[config.mk]
export PLATFORM = sky130hd
export DESIGN_NAME = binary_grid_neighbour_stencil_flat
export DESIGN_NICKNAME = d
export VERILOG_FILES = /design/src/hdl/bgns_pkg.sv /design/src/hdl/bgns_if.sv /design/src/hdl/bgns_ram.sv /design/src/hdl/binary_grid_neighbour_stencil.sv /design/src/flat_wrapper.sv
export SDC_FILE = /design/constraint.sdc
export NUM_CORES = 1
export LEC_CHECK = 0
export ABC_AREA = 1
export BUFFER_PORTS_ARGS = -buffer_cell sky130_fd_sc_hd__buf_2
export CORE_MARGIN = 3
export CORE_UTILIZATION = 35
export DETAILED_ROUTE_END_ITERATION = 8
export PLACE_DENSITY_LB_ADDON = 0.3
export SLEW_MARGIN = 20
export SYNTH_ARGS = -nofsm -noshare
export SYNTH_HDL_FRONTEND = slang
export SYNTH_SLANG_ARGS = --single-unit
[constraint.sdc]
create_clock -name clk -period 17.3 [get_ports clk]
set_input_delay 0.865 -clock clk [delete_from_list [all_inputs] [get_ports clk]]
set_output_delay 0.865 -clock clk [all_outputs]
set_load 0.02 [all_outputs]
[src/hdl/bgns_pkg.sv]
// Shared constants and types for the binary grid neighbour stencil.
`timescale 1ns / 1ps

package bgns_pkg;

  // Largest row the line store can hold, and the widths that follow from it.
  localparam int MAX_WIDTH  = 256;
  localparam int ADDR_W     = $clog2(MAX_WIDTH);
  localparam int WIDTH_W    = $clog2(MAX_WIDTH + 1);

  // Field widths fixed by the interface.
  localparam int POS_W      = 8;
  localparam int CFG_DATA_W = 9;
  localparam int CFG_IDX_W  = 3;
  localparam int THR_W      = 4;

  // Register indexes on the configuration port.
  typedef enum logic [CFG_IDX_W-1:0] {
    REG_ROW_WIDTH      = 3'd0,
    REG_PASS_KIND      = 3'd1,
    REG_WALL_THRESHOLD = 3'd2,
    REG_LONE_COUNT     = 3'd3,
    REG_KEEP_THRESHOLD = 3'd4
  } cfg_reg_t;

  // Pass selection.
  localparam logic PASS_SMOOTH = 1'b0;
  localparam logic PASS_REMOVE = 1'b1;

  // Register values after reset.
  localparam logic [CFG_DATA_W-1:0] RST_ROW_WIDTH = CFG_DATA_W'(MAX_WIDTH);
  localparam logic [THR_W-1:0]      RST_WALL_THR  = 4'd5;
  localparam logic [THR_W-1:0]      RST_LONE_CNT  = 4'd1;
  localparam logic [THR_W-1:0]      RST_KEEP_THR  = 4'd5;

endpackage

[src/hdl/bgns_if.sv]
// Valid/ready channel interfaces for the stencil input and result streams.
`timescale 1ns / 1ps

interface bgns_in_if;
  logic valid;
  logic ready;
  logic cell_wall;
  logic is_padding;
  logic frame_start;
  logic lone_chance;

  modport source (output valid, cell_wall, is_padding, frame_start, lone_chance,
                  input ready);
  modport sink   (input valid, cell_wall, is_padding, frame_start, lone_chance,
                  output ready);
endinterface

interface bgns_out_if;
  logic                       valid;
  logic                       ready;
  logic                       new_wall;
  logic [bgns_pkg::POS_W-1:0] out_row;
  logic [bgns_pkg::POS_W-1:0] out_col;

  modport source (output valid, new_wall, out_row, out_col, input ready);
  modport sink   (input valid, new_wall, out_row, out_col, output ready);
endinterface

[src/hdl/bgns_ram.sv]
// Generic simple dual-port RAM with one write port and a registered read port.
`timescale 1ns / 1ps

module bgns_ram #(
  parameter int WIDTH = 2,
  parameter int DEPTH = 256
) (
  input  logic                     clk,
  input  logic                     we,
  input  logic [$clog2(DEPTH)-1:0] waddr,
  input  logic [WIDTH-1:0]         wdata,
  input  logic                     re,
  input  logic [$clog2(DEPTH)-1:0] raddr,
  output logic [WIDTH-1:0]         rdata
);

  logic [WIDTH-1:0] mem [DEPTH];

  // Write port, and read port whose data holds until the next read.
  always_ff @(posedge clk) begin
    if (we) begin
      mem[waddr] <= wdata;
    end
    if (re) begin
      rdata <= mem[raddr];
    end
  end

endmodule

[src/hdl/binary_grid_neighbour_stencil.sv]
// Top level of the streaming 3x3 wall-count stencil over a binary map.
`timescale 1ns / 1ps
// Throughput: one cell per clock while the result side does not hold off; the line store is
// read once and written once per beat. A cell's result leaves with the beat of the cell
// one row plus one column later, through stage one (line store read) and then the count
// into the output register.
// Reset (rst_n, synchronous, active low) clears position, warmup, pipeline valids and
// restores register defaults; the line store is not cleared, rows above row 0 are masked.

module binary_grid_neighbour_stencil (
  input  logic                                clk,
  input  logic                                rst_n,
  input  logic                                cfg_we,
  input  logic [bgns_pkg::CFG_IDX_W-1:0]      cfg_index,
  input  logic [bgns_pkg::CFG_DATA_W-1:0]     cfg_wdata,
  bgns_in_if.sink                             in_ch,
  bgns_out_if.source                          out_ch
);

  // Configuration registers.
  logic [bgns_pkg::CFG_DATA_W-1:0] row_width_r;
  logic                            pass_kind_r;
  logic [bgns_pkg::THR_W-1:0]      wall_thr_r;
  logic [bgns_pkg::THR_W-1:0]      lone_cnt_r;
  logic [bgns_pkg::THR_W-1:0]      keep_thr_r;

  always_ff @(posedge clk) begin
    if (!rst_n) begin
      row_width_r <= bgns_pkg::RST_ROW_WIDTH;
      pass_kind_r <= bgns_pkg::PASS_SMOOTH;
      wall_thr_r  <= bgns_pkg::RST_WALL_THR;
      lone_cnt_r  <= bgns_pkg::RST_LONE_CNT;
      keep_thr_r  <= bgns_pkg::RST_KEEP_THR;
    end else if (cfg_we) begin
      case (cfg_index)
        bgns_pkg::REG_ROW_WIDTH:      row_width_r <= cfg_wdata;
        bgns_pkg::REG_PASS_KIND:      pass_kind_r <= cfg_wdata[0];
        bgns_pkg::REG_WALL_THRESHOLD: wall_thr_r  <= cfg_wdata[bgns_pkg::THR_W-1:0];
        bgns_pkg::REG_LONE_COUNT:     lone_cnt_r  <= cfg_wdata[bgns_pkg::THR_W-1:0];
        bgns_pkg::REG_KEEP_THRESHOLD: keep_thr_r  <= cfg_wdata[bgns_pkg::THR_W-1:0];
        default: ;
      endcase
    end
  end

  // Effective row width: zero acts as one, anything above the store depth is clipped.
  logic [bgns_pkg::WIDTH_W-1:0] eff_width;

  always_comb begin
    if (row_width_r == '0) begin
      eff_width = bgns_pkg::WIDTH_W'(1);
    end else if (row_width_r > bgns_pkg::CFG_DATA_W'(bgns_pkg::MAX_WIDTH)) begin
      eff_width = bgns_pkg::WIDTH_W'(bgns_pkg::MAX_WIDTH);
    end else begin
      eff_width = bgns_pkg::WIDTH_W'(row_width_r);
    end
  end

  // Pipeline control.
  logic s1_valid_r;
  logic out_valid_r;
  logic s1_go;
  logic accept;

  assign s1_go       = s1_valid_r && (!out_valid_r || out_ch.ready);
  assign in_ch.ready = !s1_valid_r || s1_go;
  assign accept      = in_ch.valid && in_ch.ready;

  // Input position and warmup; a frame start restarts them before the beat is used.
  logic [bgns_pkg::ADDR_W-1:0] in_col_r;
  logic [bgns_pkg::POS_W-1:0]  in_row_r;
  logic [1:0]                  warm_r;
  logic [bgns_pkg::ADDR_W-1:0] col_e;
  logic [bgns_pkg::POS_W-1:0]  row_e;
  logic [1:0]                  warm_e;
  logic                        row_end;

  always_comb begin
    col_e   = in_ch.frame_start ? '0 : in_col_r;
    row_e   = in_ch.frame_start ? '0 : in_row_r;
    warm_e  = in_ch.frame_start ? 2'd0 : warm_r;
    row_end = ({1'b0, col_e} + bgns_pkg::WIDTH_W'(1)) >= eff_width;
  end

  always_ff @(posedge clk) begin
    if (!rst_n) begin
      in_col_r <= '0;
      in_row_r <= '0;
      warm_r   <= 2'd0;
    end else if (accept) begin
      if (row_end) begin
        in_col_r <= '0;
        in_row_r <= row_e + bgns_pkg::POS_W'(1);
        warm_r   <= (warm_e == 2'd2) ? 2'd2 : warm_e + 2'd1;
      end else begin
        in_col_r <= col_e + bgns_pkg::ADDR_W'(1);
        in_row_r <= row_e;
        warm_r   <= warm_e;
      end
    end
  end

  // Stage one holds the accepted beat while the line store read completes.
  logic [bgns_pkg::ADDR_W-1:0] s1_col_r;
  logic [bgns_pkg::POS_W-1:0]  s1_row_r;
  logic [1:0]                  s1_warm_r;
  logic                        s1_cell_r;
  logic                        s1_chance_r;
  logic                        fwd_r;
  logic [1:0]                  fwd_data_r;
  logic [1:0]                  ram_rdata;
  logic [1:0]                  stored;
  logic [1:0]                  wr_data;

  assign stored  = fwd_r ? fwd_data_r : ram_rdata;
  assign wr_data = {stored[0], s1_cell_r};

  always_ff @(posedge clk) begin
    if (accept) begin
      s1_col_r    <= col_e;
      s1_row_r    <= row_e;
      s1_warm_r   <= warm_e;
      s1_cell_r   <= in_ch.cell_wall && !in_ch.is_padding;
      s1_chance_r <= in_ch.lone_chance;
      fwd_data_r  <= wr_data;
    end
  end

  // Forward the entry being written when the next beat reads the same column.
  always_ff @(posedge clk) begin
    if (!rst_n) begin
      s1_valid_r <= 1'b0;
      fwd_r      <= 1'b0;
    end else begin
      if (accept) begin
        s1_valid_r <= 1'b1;
        fwd_r      <= s1_go && (s1_col_r == col_e);
      end else if (s1_go) begin
        s1_valid_r <= 1'b0;
        fwd_r      <= 1'b0;
      end
    end
  end

  // Line store: bit 0 one row up, bit 1 two rows up, per column.
  bgns_ram #(
    .WIDTH (2),
    .DEPTH (bgns_pkg::MAX_WIDTH)
  ) u_line_store (
    .clk   (clk),
    .we    (s1_go),
    .waddr (s1_col_r),
    .wdata (wr_data),
    .re    (accept),
    .raddr (col_e),
    .rdata (ram_rdata)
  );

  // Window update, wall count and rule evaluation.
  logic [8:0]                  window_r;
  logic [8:0]                  window_nxt;
  logic [8:0]                  win;
  logic [3:0]                  count;
  logic                        emit;
  logic [bgns_pkg::POS_W-1:0]  ctr_col;
  logic [bgns_pkg::POS_W-1:0]  ctr_row;
  logic                        result;
  logic                        up1;
  logic                        up2;

  always_comb begin
    up1        = (s1_warm_r >= 2'd1) && stored[0];
    up2        = (s1_warm_r == 2'd2) && stored[1];
    window_nxt = {window_r[5:0], up2, up1, s1_cell_r};
    emit       = (s1_warm_r == 2'd2) || (s1_warm_r == 2'd1 && s1_col_r != '0);
    if (s1_col_r == '0) begin
      ctr_col = bgns_pkg::POS_W'(eff_width - bgns_pkg::WIDTH_W'(1));
      ctr_row = s1_row_r - bgns_pkg::POS_W'(2);
    end else begin
      ctr_col = bgns_pkg::POS_W'(s1_col_r - bgns_pkg::ADDR_W'(1));
      ctr_row = s1_row_r - bgns_pkg::POS_W'(1);
    end
    win = window_nxt;
    if (ctr_col == '0) begin
      win[8:6] = 3'b000;
    end
    if (({1'b0, ctr_col} + bgns_pkg::WIDTH_W'(1)) >= eff_width) begin
      win[2:0] = 3'b000;
    end
    count = '0;
    for (int i = 0; i < 9; i++) begin
      count = count + 4'(win[i]);
    end
    if (pass_kind_r == bgns_pkg::PASS_SMOOTH) begin
      result = (count >= wall_thr_r) || (count == lone_cnt_r && s1_chance_r);
    end else begin
      result = win[4] && (count > keep_thr_r);
    end
  end

  always_ff @(posedge clk) begin
    if (!rst_n) begin
      window_r <= '0;
    end else if (s1_go) begin
      window_r <= window_nxt;
    end
  end

  // Output register.
  logic                       new_wall_r;
  logic [bgns_pkg::POS_W-1:0] out_row_r;
  logic [bgns_pkg::POS_W-1:0] out_col_r;

  always_ff @(posedge clk) begin
    if (!rst_n) begin
      out_valid_r <= 1'b0;
    end else if (s1_go) begin
      out_valid_r <= emit;
    end else if (out_ch.ready) begin
      out_valid_r <= 1'b0;
    end
  end

  always_ff @(posedge clk) begin
    if (s1_go && emit) begin
      new_wall_r <= result;
      out_row_r  <= ctr_row;
      out_col_r  <= ctr_col;
    end
  end

  assign out_ch.valid    = out_valid_r;
  assign out_ch.new_wall = new_wall_r;
  assign out_ch.out_row  = out_row_r;
  assign out_ch.out_col  = out_col_r;

  // Checks on the pipeline control.
  a_no_emit_cold : assert property (@(posedge clk) disable iff (!rst_n)
    (s1_go && s1_warm_r == 2'd0) |=> !out_valid_r)
    else $error("result produced before the first row was seen");

  a_fwd_live : assert property (@(posedge clk) disable iff (!rst_n)
    fwd_r |-> s1_valid_r)
    else $error("forwarding flag set with no beat in stage one");

  a_stall_cause : assert property (@(posedge clk) disable iff (!rst_n)
    !in_ch.ready |-> (s1_valid_r && out_valid_r && !out_ch.ready))
    else $error("input stalled without a blocked result");

  a_fwd_same_col : assert property (@(posedge clk) disable iff (!rst_n)
    (accept && s1_go && s1_col_r == col_e) |=> fwd_r)
    else $error("same-column read not forwarded");

endmodule

[src/flat_wrapper.sv]
// flat-port wrapper written by rule: the top's interface ports become plain ports
module binary_grid_neighbour_stencil_flat 
  (clk, rst_n, cfg_we, cfg_index, cfg_wdata, in_ch_valid, in_ch_cell_wall, in_ch_is_padding, in_ch_frame_start, in_ch_lone_chance, in_ch_ready, out_ch_valid, out_ch_new_wall, out_ch_out_row, out_ch_out_col, out_ch_ready);
  bgns_in_if in_ch_i ();
  bgns_out_if out_ch_i ();
  input  logic clk;
  input  logic rst_n;
  input  logic cfg_we;
  input  logic [bgns_pkg::CFG_IDX_W-1:0] cfg_index;
  input  logic [bgns_pkg::CFG_DATA_W-1:0] cfg_wdata;
  input wire logic [$bits(in_ch_i.valid)-1:0] in_ch_valid;
  input wire logic [$bits(in_ch_i.cell_wall)-1:0] in_ch_cell_wall;
  input wire logic [$bits(in_ch_i.is_padding)-1:0] in_ch_is_padding;
  input wire logic [$bits(in_ch_i.frame_start)-1:0] in_ch_frame_start;
  input wire logic [$bits(in_ch_i.lone_chance)-1:0] in_ch_lone_chance;
  output wire logic [$bits(in_ch_i.ready)-1:0] in_ch_ready;
  output wire logic [$bits(out_ch_i.valid)-1:0] out_ch_valid;
  output wire logic [$bits(out_ch_i.new_wall)-1:0] out_ch_new_wall;
  output wire logic [$bits(out_ch_i.out_row)-1:0] out_ch_out_row;
  output wire logic [$bits(out_ch_i.out_col)-1:0] out_ch_out_col;
  input wire logic [$bits(out_ch_i.ready)-1:0] out_ch_ready;
  assign in_ch_i.valid = in_ch_valid;
  assign in_ch_i.cell_wall = in_ch_cell_wall;
  assign in_ch_i.is_padding = in_ch_is_padding;
  assign in_ch_i.frame_start = in_ch_frame_start;
  assign in_ch_i.lone_chance = in_ch_lone_chance;
  assign in_ch_ready = in_ch_i.ready;
  assign out_ch_valid = out_ch_i.valid;
  assign out_ch_new_wall = out_ch_i.new_wall;
  assign out_ch_out_row = out_ch_i.out_row;
  assign out_ch_out_col = out_ch_i.out_col;
  assign out_ch_i.ready = out_ch_ready;
  binary_grid_neighbour_stencil u_core (.clk(clk), .rst_n(rst_n), .cfg_we(cfg_we), .cfg_index(cfg_index), .cfg_wdata(cfg_wdata), .in_ch(in_ch_i), .out_ch(out_ch_i));
endmodule
==> results.tsv, run 1 <==
metric	value	unit
EDFF count, synth	553	
Synth Area in Adders	2.19	%
clock network power share	42.4	%
grt met3 use	2.53	%
Power Total	3130	µW
R2R depth	38	
GPL Wtd Cong	0.831	
largest cells by area after synthesis	edfxtp_1 59%, nand2_1 8.7%, nand3_1 6.0%, inv_1 5.0%, nor2_1 4.7%	
# DRC	0	
Detail Placement HPWL	41000	µm
Post-Place Cells	3811	
GR Layer Usage met1	22.7	%
Vias	19600	
setup repair bufs after CTS	0	
hold path depth	1	
die width	289	µm
hold buffers post-CTS	0	
Hold Crit Start	in_ch_lone_chance	
IO Port Bufs	39	
DRT iter0 DRCs	1665	
Detail Route Antenna Nets	0	
clock slew at reported path FFs	0.06	ns
share of cells above drive strength 1	7.25	%
RR Endpoint	u_core.out_ch.new_wall	
part of the cycle the worst path needs	44.0	%
CP max-delay cell	fa_1	
fmax	0.131	GHz
CTS tree	done	
pwr/cell area	101	nW/µm²
full die area	83300	µm²
cts repair resizes	0	
Num CTS Buffers	61	
most used cell, CP	nand2_1	
Die Y	289	µm
Pleak	0.0120	µW
Sw Ratio	22.7	%
Final min period	7.61	ns
top cell type's share of synthesized area	59.4	%
RR Startpoint	u_core.s1_col_r[4]	
largest family of logic cells by synthesized area	simple AND/OR/NAND/NOR gates	
Data arrival, critical path	7.98	ns
NumNets Final	2901	
Critical Path Start Type	register	
Rel. slew slack	20.4	%
CP max stage delay	0.60	ns
grt ovf	0	
Final Instance Count excl. Fillers	3922	
Worst VDD drop	0.0000802	V
syn nets	2913	
Ports	40	
routed vias/inst	5.00	
area of the mapped netlist	27900	µm²
multiplexer share of the synthesized area	0	%
Initial Util	35.7	%
status	finished clean	
NetSw	710	µW
total negative slack	0	ns
htree depth	2	
vias in the first global route	18800	
R2R setup slack	9.69	ns
Total Routing Usage GR	17.0	%
final WL	71500	µm
Num Clock Sinks	602	
part of the Yosys area used for sequential elements	62.9	%
min-delay worst type	primary input to register	
initial antenna violation count	1	
maximum number of pins on one net before global-route repair	97	
WL/cell	18.2	µm
Max-Cap Viols	0	
Post-Synth Simple-Gate Area	20.8	%
Pre-antenna DRT Iters	5	
worst setup path class	register to register	
Rows	102	
fillers	7704	
final worst slack	9.69	ns
Slew Limit Fails	0	
#FFs+latches synth	602	
Critical Path Sink Type	register	
Hold Path End	u_core.s1_chance_r	
# setup viols final	0	
grt met2 use	29.0	%
Cell variety after synth	48	
RSZ-0062 raised after global routing	no	
CP required	17.67	ns
clock tree buffer depth	3	
CP max FO	16	
core area	78200	µm²
root buffer cell	clkbuf_16	
Internal Pwr Total	2420	µW
syn_area_per_cell	9.82	µm²
most crowded layer after global routing	met2	
Logic pwr share	6.2	%
Area growth syn-to-layout	11.4	%
sequential share of power	51.4	%
first-pass GRT wire length	109000	µm
yosys warns	0	
Setup Skew	0.0257	ns
Syn Inst Count	2846	
Skew-Pair Late Insertion Delay	0.65	ns
ys flop type	edfxtp_1	
Final Hold Fails	0	
Synth area leader	edfxtp_1	
worst slew pin tran	1.19	ns
Async S/R FF share, synth	0	%
worst slack, placed	9.75	ns
XOR/XNOR Fraction of Synth Area	0.685	%
compound-gate portion of the synthesized area	5.91	%
-- layout make-up --
cell class | count | area [µm²] | area share, %
antenna | 1 | 2.50 | 0.00804
multi-input combinational | 1714 | 8340 | 26.8
timing repair buffer | 75 | 465 | 1.50
sequential | 602 | 17600 | 56.5
clock buffer | 80 | 1670 | 5.36
inverter | 380 | 1430 | 4.59
tap | 1040 | 1300 | 4.18
clock inverter | 30 | 332 | 1.07
-- metrics by stage --
stage               util [%]  cell area, µm²  hold WS, ns
floorplan                  -           27900        0.435
global placement        37.2           29100        0.454
detailed placement      37.2           29100        0.459
CTS                     39.8           31100        0.372
global route            39.8           31100        0.382
finish                  39.8           31100        0.408
-- power by group through the flow --
stage | combinational, µW | clock, µW | sequential (µW)
2_1_floorplan | 129 | 0 | 1650
3_3_place_gp | 194 | 0 | 1640
3_5_place_dp | 196 | 0 | 1640
4_1_cts | 197 | 1350 | 1610
5_1_grt | 222 | 1410 | 1610
6_report | 195 | 1330 | 1610
-- placed cells by master (no fill, tap or decap), types with 5 or more instances in the layout --
cell and instances:
edfxtp_1 553, clkbuf_1 12, nand4_1 9, bufinv_16 6, inv_1 371, ha_1 41
xor2_1 15, clkinv_1 13, a21oi_1 59, fa_1 5, o211ai_1 112, clkbuf_16 61
nand2_2 7, dfxtp_1 49, clkinv_2 9, nor2_4 7, nor2_1 351, nand3_1 333
o21ai_0 67, clkbuf_8 7, xnor2_1 5, nand2_1 643, nor2_2 5, buf_2 39
nand3_2 6, nand2_4 8, nor3_1 7, buf_4 36, a22oi_1 5
-- worst max path at each step --
stage                                   from                endpoint  slack, ns  depth (start not counted)
after floorplan                 u_core.fwd_r  u_core.out_ch.new_wall       9.54                         20
after global placement    u_core.s1_col_r[4]  u_core.out_ch.new_wall       9.81                         38
after detailed placement  u_core.s1_col_r[4]  u_core.out_ch.new_wall       9.75                         38
after CTS                 u_core.s1_col_r[4]  u_core.out_ch.new_wall       9.70                         38
after global routing      u_core.s1_col_r[4]  u_core.out_ch.new_wall       9.17                         38
final                     u_core.s1_col_r[4]  u_core.out_ch.new_wall       9.69                         38
-- registers in the layout, indices dropped and copies added (netlist names), 6 cells and up --
signal                   flops
u_core.in_col_r              8
u_core.in_row_r              8
u_core.out_ch.out_col        8
u_core.out_ch.out_row        8
u_core.row_width_r           9
u_core.s1_col_r              8
u_core.s1_row_r              8
u_core.u_line_store.mem    512
u_core.window_r              6
-- metal layers --
metal / up-vias / wire [µm]
met1: 9577 / 31600
met2: 436 / 34400
met5: - / 0
li1: 9466 / -
met3: 118 / 3790
met4: 0 / 1700
-- cells in the mapped netlist (all sizes together) (2+ instances only) --
master	count
xnor2	5
clkinv	4
o22ai	2
a22oi	5
nand2	659
nand3	339
nor3	8
ha	41
a31oi	2
nand4	9
buf	75
nand3b	3
o211ai	112
fa	5
clkbuf	75
inv	376
nor2	363
nor4	2
xor2	16
edfxtp	553
a21oi	61
o21ai	71
dfxtp	49
-- cell families after synthesis --
group | after synthesis
adder cells (fa/ha/maj) | 46
AND/OR/NAND/NOR | 1384
buffers and inverters | 530
flip-flops | 602
XOR/XNOR | 21
AO/OA/AOI/OAI | 263
-- worst max-delay path: cells and delay by family, from the launching register on --
kind	cells	cell delay [ns]
adder cells (fa/ha/maj)	9	3.28
XOR/XNOR	1	0.20
flip-flops	1	0.52
AO/OA/AOI/OAI	8	1.04
AND/OR/NAND/NOR	14	1.77
buffers and inverters	6	0.54
Power figures use the tool's default switching activity.
==> run 2: changes to the inputs <==
Clock period 17.3 ns to 6.4 ns, I/O delays scaled along.
==> run 2 against run 1 <==
The run now ends with negative setup slack left. Critical endpoint unchanged. Clock skew grew 0.0070 ns. Combinational power grew to 3.0 times the previous value. Critical path depth shrank 1. Register-to-register slack lost 9.8 ns. Sequential power grew to 2.7 times the previous value. Routed wire length shrank 0.65%. Global-route usage grew 0.27 points. Power grew to 2.7 times the previous value. Largest cell class unchanged. Via count grew 1.1%. Final cell count grew 1.8%.
==> results.tsv, run 2 (synthesized netlist as in run 1, its figures left out) <==
metric	value	unit	change
CP required	6.72	ns	-10.95 ns
Rel. slew slack	23.6	%	+3.2 points
Max-Cap Viols	0		unchanged
WL/cell	17.8	µm	-2.4%
worst slew pin tran	1.14	ns	-0.0478 ns
Biggest register	u_core.u_line_store.mem		
routed vias/inst	4.96		-0.70%
fillers	7578		-1.6%
full die area	83300	µm²	unchanged
Area growth syn-to-layout	13.6	%	
vias in the first global route	19500		+3.6%
min-delay worst type	primary input to register		
Pre-antenna DRT Iters	5		unchanged
Total Routing Usage GR	17.3	%	+0.27 points
R2R depth	37		-2.6%
share of cells above drive strength 1	9.62	%	+2.4 points
Critical Path Start Type	register		
Initial Util	35.7	%	unchanged
failing checks	negative setup slack		
fmax	0.154	GHz	+17%
Largest register FFs	512		unchanged
Detail Route Antenna Nets	0		unchanged
maximum number of pins on one net before global-route repair	160		+65%
grt ovf	0		unchanged
clock slew at reported path FFs	0.06	ns	about the same
Final Hold Fails	0		unchanged
Die Y	289	µm	unchanged
Data arrival, critical path	6.82	ns	-1.16 ns
worst path bufs/invs	5		-1
design area	31800	µm²	+2.0%
post-placement cell area	29500	µm²	+1.5%
area of the multi-input gates	8400	µm²	+0.80%
core area	78200	µm²	unchanged
total negative slack	-0.0960	ns	-0.0960 ns
root buffer cell	clkbuf_16		
CTS tree	done		
die width	289	µm	unchanged
Vias	19800		+1.1%
GPL Wtd Cong	0.807		-2.8%
Final min period	6.50	ns	-1.11 ns
Worst setup startpoint	u_core.s1_col_r[2]		
most common cell after layout, fill and taps aside	nand2_1		
RR Startpoint	u_core.s1_col_r[2]		
Setup Skew	0.0328	ns	+0.00704 ns
most frequent cells in the layout	639 x nand2_1, 553 x edfxtp_1, 368 x inv_1		
RSZ-0062 raised after global routing	yes		
initial antenna violation count	0		-1
Pleak	0.0123	µW	+2.9%
Crit path depth	37		-2.6%
pwr/cell area	269	nW/µm²	+170%
final worst slack	-0.0960	ns	-9.79 ns
final WL	71000	µm	-0.65%
FF+latch area	17600	µm²	unchanged
Skew-Pair Late Insertion Delay	0.60	ns	-0.05 ns
Num CTS Buffers	66		+8.2%
RR Endpoint	u_core.out_ch.new_wall		
CP max FO	4		-12
Rows	102		unchanged
htree depth	3		+1
CP max-delay cell	fa_2		
worst setup path class	register to register		
first-pass GRT wire length	111000	µm	+1.4%
Slew Limit Fails	0		unchanged
R2R setup slack	-0.1	ns	-9.79 ns
status	finished, violations left		
DRT iter0 DRCs	1448		-13%
part of the cycle the worst path needs	102	%	+58 points
Ant. Diodes	0		-1
# DRC	0		unchanged
CP Capture Point	u_core.out_ch.new_wall		
Num Clock Sinks	602		unchanged
Power Total	8540	µW	+170%
NumNets Final	2970		+2.4%
Worst VDD drop	0.000164	V	+110%
Critical Path Sink Type	register		
top flop regs	u_core.u_line_store.mem (512), u_core.row_width_r (9)		
# setup viols final	1		+1
IO Port Bufs	39		unchanged
clock tree buffer depth	3		unchanged
most used cell, CP	nand2_2		
Detail Placement HPWL	40400	µm	-1.4%
CP max stage delay	0.57	ns	-0.03 ns
Top Family by Delay on Critical Path	adder cells		
Ports	40		unchanged
worst slack, placed	-0.340	ns	-10.09 ns
## run 2: changes by cell type in the layout (fill, tap and decap cells not counted), sizes merged, moves of 3 or more
cell	before	now
buf	75	134
bufinv	6	3
clkbuf	80	84
clkinv	23	28
dlygate4sd3	0	5
## run 2: power breakdown
part	switching, µW	internal, µW	leakage, µW
Sequential	12.9	4340	0.00541
Combinational	398	185	0.00591
Clock	1540	2070	0.000988
Total	1950	6590	0.0123
## run 2: cell type report
cell class              count  area share [%]
clock inverters            34           0.910
well taps                1040            4.10
repair buffers            139            3.13
clock buffers              84            5.51
flip-flops and latches    602            55.4
inverters                 380            4.50
multi-input cells        1714            26.5
## run 2: timing repair
item                                   in CTS  in global routing
setup buffers                               5                  2
cloned                                      0                  0
pin swaps                                  12                  7
setup endpoints to repair                   1                  1
gates resized for setup                    18                  4
hold buffers                                5                  0
endpoints found under the hold margin       4                  0
## run 2: worst min-delay path by stage
| stage | start | to | slack, ns | cells past startpoint |
|---|---|---|---|---|
| after CTS | cfg_wdata[2] | u_core.wall_thr_r[2] | 0.002 | 3 |
| after floorplan | in_ch_lone_chance | u_core.s1_chance_r | 0.42 | 0 |
| after global routing | cfg_wdata[3] | u_core.lone_cnt_r[3] | 0.04 | 3 |
| final | cfg_wdata[2] | u_core.wall_thr_r[2] | 0.04 | 3 |
| after detailed placement | u_core.in_row_r[4] | u_core.in_row_r[4] | 0.46 | 2 |
| after global placement | u_core.in_row_r[7] | u_core.in_row_r[7] | 0.45 | 2 |
## run 2: routing by layer
| metal | track usage (%) | share of wire (%) | wire length (µm) | vias up |
|---|---|---|---|---|
| met5 | 0 | 0 | 0 | - |
| met4 | 5.44 | 2.5 | 1740 | 0 |
| met3 | 2.31 | 5.6 | 4010 | 109 |
| li1 | - | - | - | 9634 |
| met1 | 23.3 | 44 | 31500 | 9583 |
| met2 | 29.0 | 48 | 33700 | 487 |
## run 2: worst reg2reg max path: cells and delay by family (launching register included)
family                     cells  cell delay, ns
adders and majority gates      9            3.06
and+or+nand+nor               14            1.39
buffers and inverters          5            0.30
AOI/OAI and AO/OA              8            0.96
xor gates and xnor gates       1            0.13
DFF                            1            0.40
## run 2: stage by stage
stage / instances / util [%] / hold WS (ns)
3_5_place_dp: 3863 / 37.8 / 0.460
3_3_place_gp: 3863 / 37.8 / 0.453
4_1_cts: 3991 / 40.5 / 0.00233
6_report: 3993 / 40.6 / 0.0373
5_1_grt: 3993 / 40.6 / 0.0390
2_1_floorplan: 2846 / - / 0.419
